File: config.mk
export PLATFORM = sky130hd
export DESIGN_NAME = utf8_safe_locator_check_unit
export DESIGN_NICKNAME = d
export VERILOG_FILES = /design/src/design/utf8_slc_pkg.sv /design/src/design/utf8_safe_locator_check_unit.sv
export SDC_FILE = /design/constraint.sdc
export NUM_CORES = 1
export LEC_CHECK = 0
export CAP_MARGIN = 20
export CORE_MARGIN = 5
export CORE_UTILIZATION = 30
export CTS_BUF_LIST = sky130_fd_sc_hd__clkbuf_8
export DETAILED_ROUTE_END_ITERATION = 8
export DONT_BUFFER_PORTS = 1
export GPL_ROUTABILITY_DRIVEN = 0
export GPL_TIMING_DRIVEN = 0
export SLEW_MARGIN = 5
export SYNTH_ARGS = -nofsm -noshare
export SYNTH_HDL_FRONTEND = slang
export SYNTH_SLANG_ARGS = --single-unit
File: constraint.sdc
create_clock -name aclk -period 5.15 [get_ports aclk]
set_input_delay 0.515 -clock aclk [delete_from_list [all_inputs] [get_ports aclk]]
set_output_delay 0.515 -clock aclk [all_outputs]
set_load 0.01 [all_outputs]
File: src/design/utf8_slc_pkg.sv
// Shared constants and types for the UTF-8 locator check unit.
`timescale 1ns / 1ps
package utf8_slc_pkg;

    localparam int S_TDATA_W = 8;
    localparam int M_TDATA_W = 24;
    localparam int CFG_W     = 16;
    localparam int LEN_OUT_W = 17;
    localparam int CP_W      = 21;

    typedef logic [7:0]      byte_t;
    typedef logic [CP_W-1:0] code_point_t;

    localparam byte_t CTRL_LIMIT = 8'h20;
    localparam byte_t DEL_BYTE   = 8'h7F;
    localparam byte_t LEAD2_LO   = 8'hC2;
    localparam byte_t LEAD2_HI   = 8'hDF;
    localparam byte_t LEAD3_LO   = 8'hE0;
    localparam byte_t LEAD3_HI   = 8'hEF;
    localparam byte_t LEAD4_LO   = 8'hF0;
    localparam byte_t LEAD4_HI   = 8'hF4;

    localparam code_point_t CP_MIN3   = 21'h000800;
    localparam code_point_t CP_MIN4   = 21'h010000;
    localparam code_point_t SURR_LO   = 21'h00D800;
    localparam code_point_t SURR_HI   = 21'h00DFFF;
    localparam code_point_t CP_MAX    = 21'h10FFFF;

    localparam logic [1:0] KIND_NONE = 2'd0;
    localparam logic [1:0] KIND_TWO  = 2'd1;
    localparam logic [1:0] KIND_THREE = 2'd2;
    localparam logic [1:0] KIND_FOUR = 2'd3;

    localparam logic [1:0] CONT_TAG = 2'b10;

endpackage

File: src/design/utf8_safe_locator_check_unit.sv
// Streaming UTF-8 locator safety checker with a configurable length limit.
// Flow: an accepted item is held in the input register and decoded from there;
// for a last item its result is loaded into the result register seen on the master side.
// Throughput: one item per cycle unless a last item waits on a stalled master side;
// a two-entry path (input register, result register) with the combinational decode between them.
// Reset: aresetn is synchronous, active low; it clears decode state, valids and
// loads the length limit with 4096.
`timescale 1ns / 1ps
module utf8_safe_locator_check_unit
    import utf8_slc_pkg::*;
#(
    parameter int LENGTH_BITS = 16
) (
    input  logic                 aclk,
    input  logic                 aresetn,
    input  logic                 cfg_wr_en,
    input  logic [CFG_W-1:0]     cfg_wr_data,   // max_locator_bytes
    input  logic                 s_axis_tvalid,
    output logic                 s_axis_tready,
    input  logic [S_TDATA_W-1:0] s_axis_tdata,  // [7:0] data_byte
    input  logic                 s_axis_tlast,
    input  logic                 s_axis_tuser,  // [0] no_data
    output logic                 m_axis_tvalid,
    input  logic                 m_axis_tready,
    output logic [M_TDATA_W-1:0] m_axis_tdata   // [0] locator_safe, [17:1] locator_length
);

    localparam int CNT_W    = LENGTH_BITS + 1;
    localparam int CFG_KEEP = (LENGTH_BITS < CFG_W) ? LENGTH_BITS : CFG_W;

    logic [LENGTH_BITS-1:0] limit_reg;

    logic       in_valid_reg;
    byte_t      in_byte_reg;
    logic       in_last_reg;
    logic       in_nodata_reg;

    logic [1:0]   cont_reg, cont_next;
    logic [1:0]   kind_reg, kind_next;
    code_point_t  acc_reg, acc_next;
    logic         err_reg, err_next;
    logic [CNT_W-1:0] cnt_reg, cnt_next;

    logic             out_valid_reg;
    logic             out_safe_reg, out_safe_next;
    logic [LEN_OUT_W-1:0] out_len_reg;

    logic         advance;
    logic         load_out;
    logic [1:0]   cont_dec;
    code_point_t  acc_shift;
    logic         bad_cp;
    logic [1:0]   cont_upd;
    logic [1:0]   kind_upd;
    code_point_t  acc_upd;
    logic         err_upd;
    logic [CNT_W-1:0] cnt_upd;
    logic [CNT_W-1:0] limit_ext;

    assign limit_ext = {1'b0, limit_reg};

    assign load_out      = in_valid_reg && in_last_reg;
    assign advance       = in_valid_reg && (!in_last_reg || !out_valid_reg || m_axis_tready);
    assign s_axis_tready = !in_valid_reg || advance;

    assign cont_dec  = cont_reg - 2'd1;
    assign acc_shift = {acc_reg[CP_W-7:0], in_byte_reg[5:0]};
    assign bad_cp    = (kind_reg == KIND_THREE && acc_shift < CP_MIN3) ||
                       (kind_reg == KIND_FOUR && acc_shift < CP_MIN4) ||
                       (acc_shift >= SURR_LO && acc_shift <= SURR_HI) ||
                       (acc_shift > CP_MAX);

    always_comb begin
        cont_upd = cont_reg;
        kind_upd = kind_reg;
        acc_upd  = acc_reg;
        err_upd  = err_reg;
        cnt_upd  = cnt_reg;
        if (!in_nodata_reg) begin
            if (cnt_reg <= limit_ext) begin
                cnt_upd = cnt_reg + CNT_W'(1);
            end
            if (in_byte_reg < CTRL_LIMIT || in_byte_reg == DEL_BYTE) begin
                err_upd = 1'b1;
            end
            if (cont_reg == 2'd0) begin
                if (in_byte_reg <= DEL_BYTE) begin
                    cont_upd = cont_reg;
                end else if (in_byte_reg >= LEAD2_LO && in_byte_reg <= LEAD2_HI) begin
                    acc_upd  = CP_W'(in_byte_reg[4:0]);
                    kind_upd = KIND_TWO;
                    cont_upd = KIND_TWO;
                end else if (in_byte_reg >= LEAD3_LO && in_byte_reg <= LEAD3_HI) begin
                    acc_upd  = CP_W'(in_byte_reg[3:0]);
                    kind_upd = KIND_THREE;
                    cont_upd = KIND_THREE;
                end else if (in_byte_reg >= LEAD4_LO && in_byte_reg <= LEAD4_HI) begin
                    acc_upd  = CP_W'(in_byte_reg[2:0]);
                    kind_upd = KIND_FOUR;
                    cont_upd = KIND_FOUR;
                end else begin
                    err_upd = 1'b1;
                end
            end else begin
                if (in_byte_reg[7:6] != CONT_TAG) begin
                    err_upd = 1'b1;
                end
                acc_upd  = acc_shift;
                cont_upd = cont_dec;
                if (cont_dec == 2'd0) begin
                    if (bad_cp) begin
                        err_upd = 1'b1;
                    end
                    kind_upd = KIND_NONE;
                    acc_upd  = '0;
                end
            end
        end
    end

    always_comb begin
        out_safe_next = !err_upd && cont_upd == 2'd0 &&
                        cnt_upd != '0 && cnt_upd <= limit_ext;
        if (in_last_reg) begin
            cont_next = '0;
            kind_next = KIND_NONE;
            acc_next  = '0;
            err_next  = 1'b0;
            cnt_next  = '0;
        end else begin
            cont_next = cont_upd;
            kind_next = kind_upd;
            acc_next  = acc_upd;
            err_next  = err_upd;
            cnt_next  = cnt_upd;
        end
    end

    always_ff @(posedge aclk) begin
        if (!aresetn) begin
            limit_reg     <= LENGTH_BITS'(4096);
            in_valid_reg  <= 1'b0;
            out_valid_reg <= 1'b0;
            cont_reg      <= '0;
            kind_reg      <= KIND_NONE;
            acc_reg       <= '0;
            err_reg       <= 1'b0;
            cnt_reg       <= '0;
        end else begin
            if (cfg_wr_en) begin
                limit_reg <= LENGTH_BITS'(cfg_wr_data[CFG_KEEP-1:0]);
            end
            if (s_axis_tready) begin
                in_valid_reg <= s_axis_tvalid;
            end
            if (advance) begin
                cont_reg <= cont_next;
                kind_reg <= kind_next;
                acc_reg  <= acc_next;
                err_reg  <= err_next;
                cnt_reg  <= cnt_next;
            end
            if (advance && load_out) begin
                out_valid_reg <= 1'b1;
            end else if (m_axis_tready) begin
                out_valid_reg <= 1'b0;
            end
        end
    end

    always_ff @(posedge aclk) begin
        if (s_axis_tready && s_axis_tvalid) begin
            in_byte_reg   <= s_axis_tdata;
            in_last_reg   <= s_axis_tlast;
            in_nodata_reg <= s_axis_tuser;
        end
        if (advance && load_out) begin
            out_safe_reg <= out_safe_next;
            out_len_reg  <= LEN_OUT_W'(cnt_upd);
        end
    end

    assign m_axis_tvalid = out_valid_reg;
    assign m_axis_tdata  = {{(M_TDATA_W - LEN_OUT_W - 1){1'b0}}, out_len_reg, out_safe_reg};

    a_result_from_last: assert property (@(posedge aclk) disable iff (!aresetn)
        $rose(out_valid_reg) |-> $past(in_valid_reg && in_last_reg))
        else $error("result appeared without a last item");

    a_safe_nonempty: assert property (@(posedge aclk) disable iff (!aresetn)
        (out_valid_reg && out_safe_reg) |-> (out_len_reg != '0))
        else $error("safe result with zero length");

    a_clear_after_last: assert property (@(posedge aclk) disable iff (!aresetn)
        (advance && in_last_reg) |=> (cnt_reg == '0 && cont_reg == 2'd0 && !err_reg))
        else $error("decode state not cleared after last item");

    a_idle_decoder: assert property (@(posedge aclk) disable iff (!aresetn)
        (cont_reg == 2'd0) |-> (kind_reg == KIND_NONE && acc_reg == '0))
        else $error("open sequence state without pending continuations");

endmodule
==> key figures, run 1 <==
Run status
  – Status: finished, final reports clean

Routing
  – Wire length per cell: ~15 um
  – Via density per instance: approximately 5
  – DRC marker count from the first detailed-route iteration: around 240
  – Vias: 3,612
  – Post-route ant nets: 0
  – Routed wire length: ~11,000 um
  – # DRC: 0
  – Drt pass-1 iters: 4

Yosys
  – Synth Instances: between 400 and 500
  – Yosys warns: 0
  – Number of synthesized register bits: between 80 and 90
  – Cell Area, Synth: around 4700 um2
  – Leading register cell type out of synthesis: dfxtp_1
  – Avg Inst Size Synth: approximately 9.5 um2
  – Number of enable flip-flop cells after synthesis: 28
  – Sequential-to-total area share from yosys stat: 0.415
  – Netlist cell types: between 60 and 70
  – Ys async rst share: 0

Clocking
  – Post-CTS sizing: 0
  – Max clock buf depth: 2
  – Clock transition at path regs: 0.09 ns
  – # hold bufs at CTS: 0
  – Clock insertion delay at the later pin of the skew report: about 0.37 ns
  – Root buf cell: clkbuf_8
  – Setup bufs post-CTS: 0
  – TritonCTS clock tree: built
  – CTS Sinks: slightly above 80
  – CTS Buf Count: 9
  – H-tree Lvls: 3

Floorplanning
  – Core ar.: around 15,000 um2
  – Die Y: roughly 130 um
  – DIE WIDTH: about 130 um
  – Starting Density: 0.307
  – Die area: ~18,000 um2
  – I/O pins: 57
  – Row cnt: 45

Power
  – Sequential power share: 0.521
  – Switch share: 0.249
  – Clk pwr share: 0.382
  – Max VDD drop: 158 uV
  – Pint: approximately 0.0010 W
  – Switching pwr: between 0.0003 and 0.0004 W
  – PwrDens: 260 nW/um2
  – LEAKAGE: between 1.5 and 2 nW
  – Total power: between 0.001 and 0.0015 W
  – Combinational power share: 0.097

Timing
  – Max-slew headroom: 0.355
  – Minimum clock period: between 3 and 4 ns
  – FMAX: around 0.27 GHz
  – Setup TNS: 0 ns
  – Count of final hold-check violations: 0
  – Fin crit share: 0.723
  – Finish-stage setup viols: 0
  – Layout Skew: ~0.013 ns
  – Fin. max-slew vios: 0
  – Slew @ Worst Pin: slightly below 1 ns
  – RSZ-0062 raised after global routing: no

Finish
  – Layout cells sized above 1: 0.0957
  – Most common cell after layout, fill and taps aside: dfxtp_1
  – P&R area growth vs syn: 11.3%
  – Ant diodes: 0
  – Multi-input gate area: approximately 2500 um2
  – Final non-filler cell area: approximately 5200 um2
  – Most frequent cells in the layout: dfxtp_1, nand2_1, ha_1
  – Fillers: around 1,600
  – Fin nets: around 570
  – Register area: just under 2000 um2

Global route
  – Grt ovf: 0
  – First-pass GRT wire length: roughly 18,000 um
  – Initial antenna violation count: 0
  – Total track usage: 0.128
  – Vias in the first global route: 3,573
  – Largest net degree at the start of global routing: 17

Place
  – Post-Place Cell Area: 4990 um2
  – Post-detail-place hpwl: ~8700 um
  – Port bufs: 0

Min path
  – Min-delay worst type: in2reg

Worst setup path
  – CP Class: reg2reg
  – Crit path launch type: register
  – Maximum fanout along the worst path: 8
  – Worst Path Required: 5.36 ns
  – CP Capture Type: register
  – Crit path DAT: 3.94 ns

Run
  – Max Cap Violations: 0
-- worst max-delay path, stage by stage, from the launching register on --
cell	delay, ns
dfxtp_1	0.50
ha_1	0.33
a21oi_1	0.18
o21ai_1	0.09
a211oi_2	0.28
a31oi_1	0.21
nor4_4	0.43
xor2_1	0.27
ha_1	0.31
o21ai_0	0.18
nand2b_1	0.08
a21oi_1	0.24
a41oi_1	0.09
o21ai_0	0.11
nand3_1	0.11
a31oi_1	0.17
-- metrics by stage --
stage               hold slack [ns]  setup WS, ns   util  cells
floorplan                     0.425          1.96      -    495
global placement              0.435          1.50  0.325    706
detailed placement            0.440          1.50  0.327    707
CTS                           0.226          1.43  0.341    723
global route                  0.216          1.09  0.341    723
finish                        0.244          1.42  0.341    723
-- final timing paths --
check             cells past startpoint              to            start  slack [ns]
setup / recovery                     15    out_safe_reg      cnt_reg[12]        1.42
hold / removal                        0  in_byte_reg[6]  s_axis_tdata[6]        0.24
setup reg to reg                     15    out_safe_reg      cnt_reg[12]        1.42
hold reg to reg                       2     acc_reg[13]      acc_reg[13]        0.45
-- cells by family after synthesis --
kind of cell / Yosys count / share of synthesized area
other: 1 / 0.000802
flip-flops: 83 / 0.415
multiplexers: 16 / 0.0342
XOR/XNOR: 14 / 0.0262
adder cells (fa/ha/maj): 35 / 0.0936
AND/OR/NAND/NOR: 178 / 0.218
buffers and inverters: 57 / 0.0570
AO/OA/AOI/OAI: 106 / 0.155
-- area by class of cell --
type,count,share of cell area
multi-input cells,355,0.478
flip-flops and latches,83,0.373
well taps,211,0.0507
plain buffers,30,0.0317
clock buffers,9,0.0238
inverters,27,0.0195
clock inverters,7,0.0178
repair buffers,1,0.00529
-- metal layers --
| layer | share of wire | GRT usage | routed length, um | vias up |
|---|---|---|---|---|
| li1 | - | - | - | 1792 |
| met1 | 0.45 | 0.160 | 4990 | 1714 |
| met5 | 0 | 0 | 0 | - |
| met4 | 0.016 | 0.0351 | 180 | 0 |
| met3 | 0.049 | 0.0335 | 546 | 16 |
| met2 | 0.49 | 0.219 | 5410 | 90 |
-- synth_stat cells, drive strengths merged, types with 2 or more instances --
library cell  count  share of area
nand3            29          0.034
inv              27          0.022
nor4              7          0.014
nor3              7         0.0096
and2              6         0.0080
and3              6         0.0091
nor2b            32          0.043
and4              3         0.0062
o21ai            25          0.028
a41oi             3         0.0072
a31oi             8          0.011
edfxtp           28           0.18
mux2i            16          0.034
a22oi            11          0.018
buf              15          0.023
nor3b             3         0.0059
or3               6         0.0080
nand4            11          0.015
clkbuf           15          0.012
xor2              5         0.0094
dfxtp            55           0.24
a21boi           23          0.037
nand4b            2         0.0070
nand2b            2         0.0027
nand2            44          0.035
o22ai             2         0.0027
nor2             18          0.017
o21a              4         0.0064
xnor2             9          0.017
a211oi            2         0.0043
o21bai            2         0.0032
o211ai            3         0.0048
a2111oi           2         0.0040
a21o              2         0.0035
a21oi            13          0.014
ha               35          0.094
-- power groups by stage --
stage / Sequential, W / Clock (W) / Combinational (W)
after CTS: 0.000705 / 0.000533 / 0.000133
after global placement: 0.000720 / 0 / 0.000127
after detailed placement: 0.000720 / 0 / 0.000132
final: 0.000705 / 0.000517 / 0.000131
after floorplan: 0.000717 / 0 / 0.0000991
after global routing: 0.000707 / 0.000562 / 0.000149
Note: power is estimated with default switching activity, not from simulation.
==> run 2: changes to the inputs <==
Settings changed: ABC_AREA set to 1.
Clock period 5.15 ns to 3.75 ns, I/O delays scaled along.
==> run 2 against run 1 <==
Worst setup slack worse by 1.1 ns; global-route usage up 0.20 points; combinational power up 70%; cell area up 2.0%; clock skew down 0.0040 ns; first-iteration DRC count down 28%; core utilization down 0.46 points; synthesized cell count up 30%; sequential power up 39%; critical path type unchanged.
==> key figures, run 2 <==
Clocking
  – Setup bufs post-CTS: 0 (unchanged)
  – H-tree Lvls: 3 (unchanged)
  – TritonCTS clock tree: built
  – Max clock buf depth: 2 (unchanged)
  – Clock transition at path regs: 0.09 ns (about the same)
  – CTS Buf Count: 9 (unchanged)
  – CTS Sinks: 83 (unchanged)
  – Root buf cell: clkbuf_8
  – Clock insertion delay at the later pin of the skew report: 0.37 ns (about the same)

Floorplanning
  – I/O pins: 57 (unchanged)
  – Row cnt: 46 (+2.2%)
  – Die area: 18,500 um2 (+1.9%)
  – Die Y: 136 um (+0.96%)
  – Starting Density: 0.303 (-0.00376)
  – DIE WIDTH: 136 um (+0.96%)
  – Core ar.: 15,800 um2 (+3.4%)

Timing
  – Finish-stage setup viols: 0 (unchanged)
  – FMAX: 0.294 GHz (+9.4%)
  – Hold WS: 0.105 ns (-0.138 ns)
  – Setup TNS: 0 ns (unchanged)
  – Worst setup margin: 0.346 ns (-1.08 ns)
  – Fin crit share: 0.908 (+0.184)
  – Fin. max-slew vios: 0 (unchanged)
  – Layout Skew: 0.00874 ns (-0.00399 ns)
  – Count of final hold-check violations: 0 (unchanged)
  – Minimum clock period: 3.40 ns (-0.321 ns)
  – Slew @ Worst Pin: 0.916 ns (-0.0480 ns)
  – RSZ-0062 raised after global routing: no
  – Max-slew headroom: 0.389 (+0.0343)

Worst setup path
  – Crit path launch type: register
  – Worst Path Required: 3.88 ns (-1.48 ns)
  – Crit path DAT: 3.54 ns (-0.40 ns)
  – Maximum fanout along the worst path: 10 (+2)
  – CP Capture Type: register
  – CP Class: reg2reg
  – R2R Setup Slk: 0.35 ns (-1.08 ns)

Finish
  – P&R area growth vs syn: 11.2%
  – Most frequent cells in the layout: nand2_1, inv_1, a21oi_1
  – Layout cells sized above 1: 0.0974 (+0.00171)
  – Final non-filler cell area: 5310 um2 (+2.0%)
  – Ant diodes: 0 (unchanged)
  – Most common cell after layout, fill and taps aside: nand2_1
  – Fin nets: 718 (+25%)
  – Fillers: 1,710 (+9.5%)

Place
  – Port bufs: 0 (unchanged)
  – Post-Place Cell Area: 5060 um2 (+1.5%)
  – Post-detail-place hpwl: 9130 um (+4.7%)
  – Post-Place Setup Slack: 0.205 ns (-1.30 ns)

Power
  – PwrDens: 346 nW/um2 (+33%)
  – Max VDD drop: 228 uV (+44%)
  – LEAKAGE: 2.33 nW (+18%)

Routing
  – DRC marker count from the first detailed-route iteration: 176 (-28%)
  – Vias: 4,004 (+11%)
  – Post-route ant nets: 0 (unchanged)
  – Via density per instance: 4.59 (-8.2%)
  – Wire length per cell: 13.3 um (-13%)
  – Routed wire length: 11,600 um (+4.5%)
  – # DRC: 0 (unchanged)
  – Drt pass-1 iters: 4 (unchanged)

Yosys
  – Number of enable flip-flop cells after synthesis: 28 (unchanged)
  – Avg Inst Size Synth: 7.51 um2 (-21%)
  – Leading register cell type out of synthesis: dfxtp_1
  – Synth Instances: 636 (+30%)
  – Leading area contributor after synthesis: dfxtp_1
  – Yosys warns: 0 (unchanged)
  – Number of synthesized register bits: 83 (unchanged)
  – Share of Yosys cell area claimed by the top area cell type: 0.231 (-0.00481)
  – Cell Area, Synth: 4770 um2 (+2.1%)
  – Ranking of synthesized cells by area: dfxtp_1, edfxtp_1, nand2_1, ha_1, a21oi_1
  – Top-count cell post-synth: nand2_1
  – Sequential-to-total area share from yosys stat: 0.407 (-0.00849)
  – Ys async rst share: 0 (unchanged)
  – Netlist cell types: 42 (-35%)
  – Commonest cells in the netlist: nand2_1, inv_1, a21oi_1

Min path
  – Min-delay worst type: in2reg

Global route
  – Grt ovf: 0 (unchanged)
  – First-pass GRT wire length: 18,700 um (+1.7%)
  – Vias in the first global route: 3,659 (+2.4%)
  – Largest net degree at the start of global routing: 20 (+3)
  – Initial antenna violation count: 0 (unchanged)
  – Total track usage: 0.130 (+0.00198)

Run status
  – Status: finished, final reports clean

Run
  – Max Cap Violations: 0 (unchanged)
==> run 2: layout make-up <==
class                      instances  area [um2]  share of cell area
sequential                        83        1950               0.366
buffer                            29         155              0.0292
tap                              216         270              0.0509
clock inverter                     7        68.8              0.0130
inverter                          89         334              0.0629
clock buffer                       9         124              0.0233
multi-input combinational        440        2410               0.454
==> run 2: what timing repair did <==
item,4_1_cts,5_1_grt
gates resized for setup,0,16
endpoints found under the hold margin,0,0
endpoints found under the setup margin,0,1
hold buffers,0,0
==> run 2: kinds of logic after synthesis <==
logic type                 after synthesis  synth area share
adders and majority gates               35            0.0917
other                                    1          0.000785
and+or+nand+nor                        289             0.272
xor gates and xnor gates                 3           0.00550
buffers and inverters                  118             0.102
AOI/OAI and AO/OA                      107             0.121
DFF                                     83             0.407
==> run 2: report_power, final <==
group / internal [W] / switching (W)
combinational: 0.0000724 / 0.000150
sequential: 0.000961 / 0.0000184
clock: 0.000304 / 0.000332
==> run 2: final timing paths <==
kind | endpoint | from | cells after the start
setup / recovery | out_safe_reg | limit_reg[12] | 27
hold / removal | in_byte_reg[1] | s_axis_tdata[1] | 0
setup reg to reg | out_safe_reg | limit_reg[12] | 27
hold reg to reg | acc_reg[13] | acc_reg[13] | 2
==> run 2: per-stage QoR <==
step,power (W),instances,utilization
floorplan,0.00116,641,-
global route,0.00193,873,0.337
detailed placement,0.00122,857,0.321
global placement,0.00121,857,0.321
CTS,0.00185,873,0.333
finish,0.00184,873,0.337
==> run 2: critical path, stage by stage, from the launching register on <==
cell and delay [ns]:
dfxtp_1 0.31, inv_1 0.06, ha_1 0.30, a21oi_1 0.20
nand2_1 0.09, nand2_1 0.07, nand2_1 0.07, nor2_2 0.12
nand2_4 0.11, nand2_8 0.10, buf_6 0.15, nand4_1 0.09
nand2_1 0.12, inv_1 0.11, ha_4 0.29, nand2_2 0.08
o21ai_2 0.16, o21ai_0 0.09, o211ai_1 0.10, nand2_1 0.07
nand2_1 0.06, nand2_1 0.04, nand2_1 0.05, nand2_1 0.05
nand2_1 0.07, nand2_2 0.08, nand2_1 0.08, nor2_2 0.04
==> run 2: routing by layer <==
layer / part of all wire / vias up / global-route usage
li1: - / 2114 / -
met2: 0.47 / 76 / 0.211
met5: 0 / - / 0
met4: 0.012 / 0 / 0.0358
met1: 0.47 / 1804 / 0.174
met3: 0.048 / 10 / 0.0311
==> run 3: changes to the inputs <==
Settings changed: SETUP_SLACK_MARGIN set to 0.4, SLEW_MARGIN 5 to unset.
==> run 3 against run 2 <==
Die area unchanged; total power increased by 3.5%; maximum frequency increased by 4.2%; largest power group unchanged; sequential share of layout area decreased by 3.4 points; via count increased by 5.0%; count of clock-buffer cells in the layout unchanged; hold slack got worse by 0.011 ns; first-iteration DRC count increased by 11%.
==> key figures, run 3 (synthesis results as in run 2) <==
Global route
  – Largest net degree at the start of global routing: 20 (unchanged)
  – Total track usage: 0.130 (about the same)
  – First-pass GRT wire length: 18,800 um (+0.15%)
  – Grt ovf: 0 (unchanged)
  – Initial antenna violation count: 0 (unchanged)
  – Vias in the first global route: 3,687 (+0.77%)

Clocking
  – TritonCTS clock tree: built
  – CTS Buf Count: 9 (unchanged)
  – Clock insertion delay at the later pin of the skew report: 0.37 ns (about the same)
  – H-tree Lvls: 3 (unchanged)
  – Root buf cell: clkbuf_8
  – # hold bufs at CTS: 0 (unchanged)
  – Max clock buf depth: 2 (unchanged)
  – CTS Sinks: 83 (unchanged)
  – Clock transition at path regs: 0.09 ns (about the same)

Place
  – Post-Place Setup Slack: 0.205 ns (unchanged)
  – Post-Place Cell Area: 5060 um2 (unchanged)
  – Post-detail-place hpwl: 9130 um (unchanged)
  – Port bufs: 0 (unchanged)

Timing
  – Slew @ Worst Pin: 0.972 ns (+0.0559 ns)
  – Hold WS: 0.0943 ns (-0.0111 ns)
  – Fin crit share: 0.871 (-0.0366)
  – Setup TNS: 0 ns (unchanged)
  – Finish-stage setup viols: 0 (unchanged)
  – Layout Skew: 0.00873 ns (-0.0000147 ns)
  – Count of final hold-check violations: 0 (unchanged)
  – Worst setup margin: 0.483 ns (+0.137 ns)
  – Minimum clock period: 3.27 ns (-0.137 ns)
  – RSZ-0062 raised after global routing: yes
  – Fin. max-slew vios: 0 (unchanged)
  – FMAX: 0.306 GHz (+4.2%)
  – Max-slew headroom: 0.352 (-0.0373)

Finish
  – Most frequent cells in the layout: nand2_1, inv_1, a21oi_1
  – Fin nets: 746 (+3.9%)
  – Most common cell after layout, fill and taps aside: nand2_1
  – P&R area growth vs syn: 24.7%
  – Layout cells sized above 1: 0.257 (+0.160)
  – Ant diodes: 0 (unchanged)
  – Final non-filler cell area: 5960 um2 (+12%)

Min path
  – Min-delay worst type: in2reg

Worst setup path
  – Crit path launch type: register
  – CP Capture Type: register
  – CP max stage cell: dfxtp_2
  – CP Class: reg2reg
  – Maximum fanout along the worst path: 5 (-5)
  – Crit path DAT: 3.51 ns (-0.03 ns)
  – CP most frequent cell: nand2_1
  – Worst Path Required: 3.99 ns (+0.11 ns)
  – Largest stage delay on the critical path: 0.33 ns (+0.02 ns)
  – R2R Setup Slk: 0.48 ns (+0.14 ns)

Routing
  – Routed wire length: 12,400 um (+6.8%)
  – DRC marker count from the first detailed-route iteration: 195 (+11%)
  – Drt pass-1 iters: 4 (unchanged)
  – Wire length per cell: 13.8 um (+3.5%)
  – Via density per instance: 4.66 (+1.7%)
  – Post-route ant nets: 0 (unchanged)
  – # DRC: 0 (unchanged)
  – Vias: 4,203 (+5.0%)

Power
  – PwrDens: 319 nW/um2 (-7.7%)
  – Max VDD drop: 228 uV (-0.20%)
  – LEAKAGE: 2.51 nW (+7.4%)

Run status
  – Status: finished, final reports clean

Floorplanning
  – Core ar.: 15,800 um2 (unchanged)
  – I/O pins: 57 (unchanged)
  – DIE WIDTH: 136 um (unchanged)
  – Die area: 18,500 um2 (unchanged)
  – Row cnt: 46 (unchanged)
  – Die Y: 136 um (unchanged)
  – Starting Density: 0.303 (unchanged)

Run
  – Max Cap Violations: 0 (unchanged)
==> run 3: changes by cell type in the layout (fill, tap and decap cells not counted), sizes merged <==
| cell | delta |
|---|---|
| buf | +25 |
| clkbuf | +2 |
| clkinv | -1 |
| inv | +1 |
| nand2 | +1 |
==> run 3: cell type report <==
cell class              count  area, um2
well taps                 216        270
fillers                  1653       9810
plain buffers              29        163
repair buffers             27        245
clock inverters             7       68.8
multi-input cells         441       2750
clock buffers               9        124
inverters                  89        349
flip-flops and latches     83       1980
==> run 3: path summary, 6_finish.rpt <==
check | start | to | cells after the start
worst min-delay path | cfg_wr_en | limit_reg[12] | 1
worst max register to register | limit_reg[8] | out_safe_reg | 28
worst max-delay path | limit_reg[8] | out_safe_reg | 28
worst min register to register | acc_reg[13] | acc_reg[13] | 2
==> run 3: repair_timing <==
| item | in CTS | in global routing |
|---|---|---|
| gates resized for setup | 23 | 104 |
| pin swaps | 5 | 47 |
| hold endpoints to repair | 0 | 0 |
| cloned | 0 | 3 |
| buffers inserted | 2 | 23 |
| setup endpoints to repair | 1 | 1 |
==> run 3: metal layers <==
layer	vias to the layer above	wire, um	share of wire	GRT usage
li1	2164	-	-	-
met1	1928	5690	0.46	0.173
met2	99	5990	0.48	0.212
met3	12	583	0.047	0.0311
met4	0	152	0.012	0.0358
met5	-	0	0	0
==> run 3: worst max-delay path, delay by kind of cell (launching register included) <==
kind	cells	cell delay [ns]
flip-flops	1	0.33
AND/OR/NAND/NOR	19	1.50
adder cells (fa/ha/maj)	2	0.53
buffers and inverters	3	0.27
AO/OA/AOI/OAI	4	0.48
==> run 3: power by group <==
group / leakage, nW / switching [W] / internal, W
Sequential: 0.743 / 0.0000210 / 0.000960
Combinational: 1.68 / 0.000175 / 0.000105
Clock: 0.0865 / 0.000338 / 0.000304
Total: 2.51 / 0.000533 / 0.00137
==> run 3: metrics by stage <==
stage               total power (W)  utilization  std cells
global placement            0.00121        0.321        857
detailed placement          0.00122        0.321        857
finish                      0.00190        0.378        901
global route                0.00199        0.378        901
CTS                         0.00186        0.338        875
floorplan                   0.00116            -        641
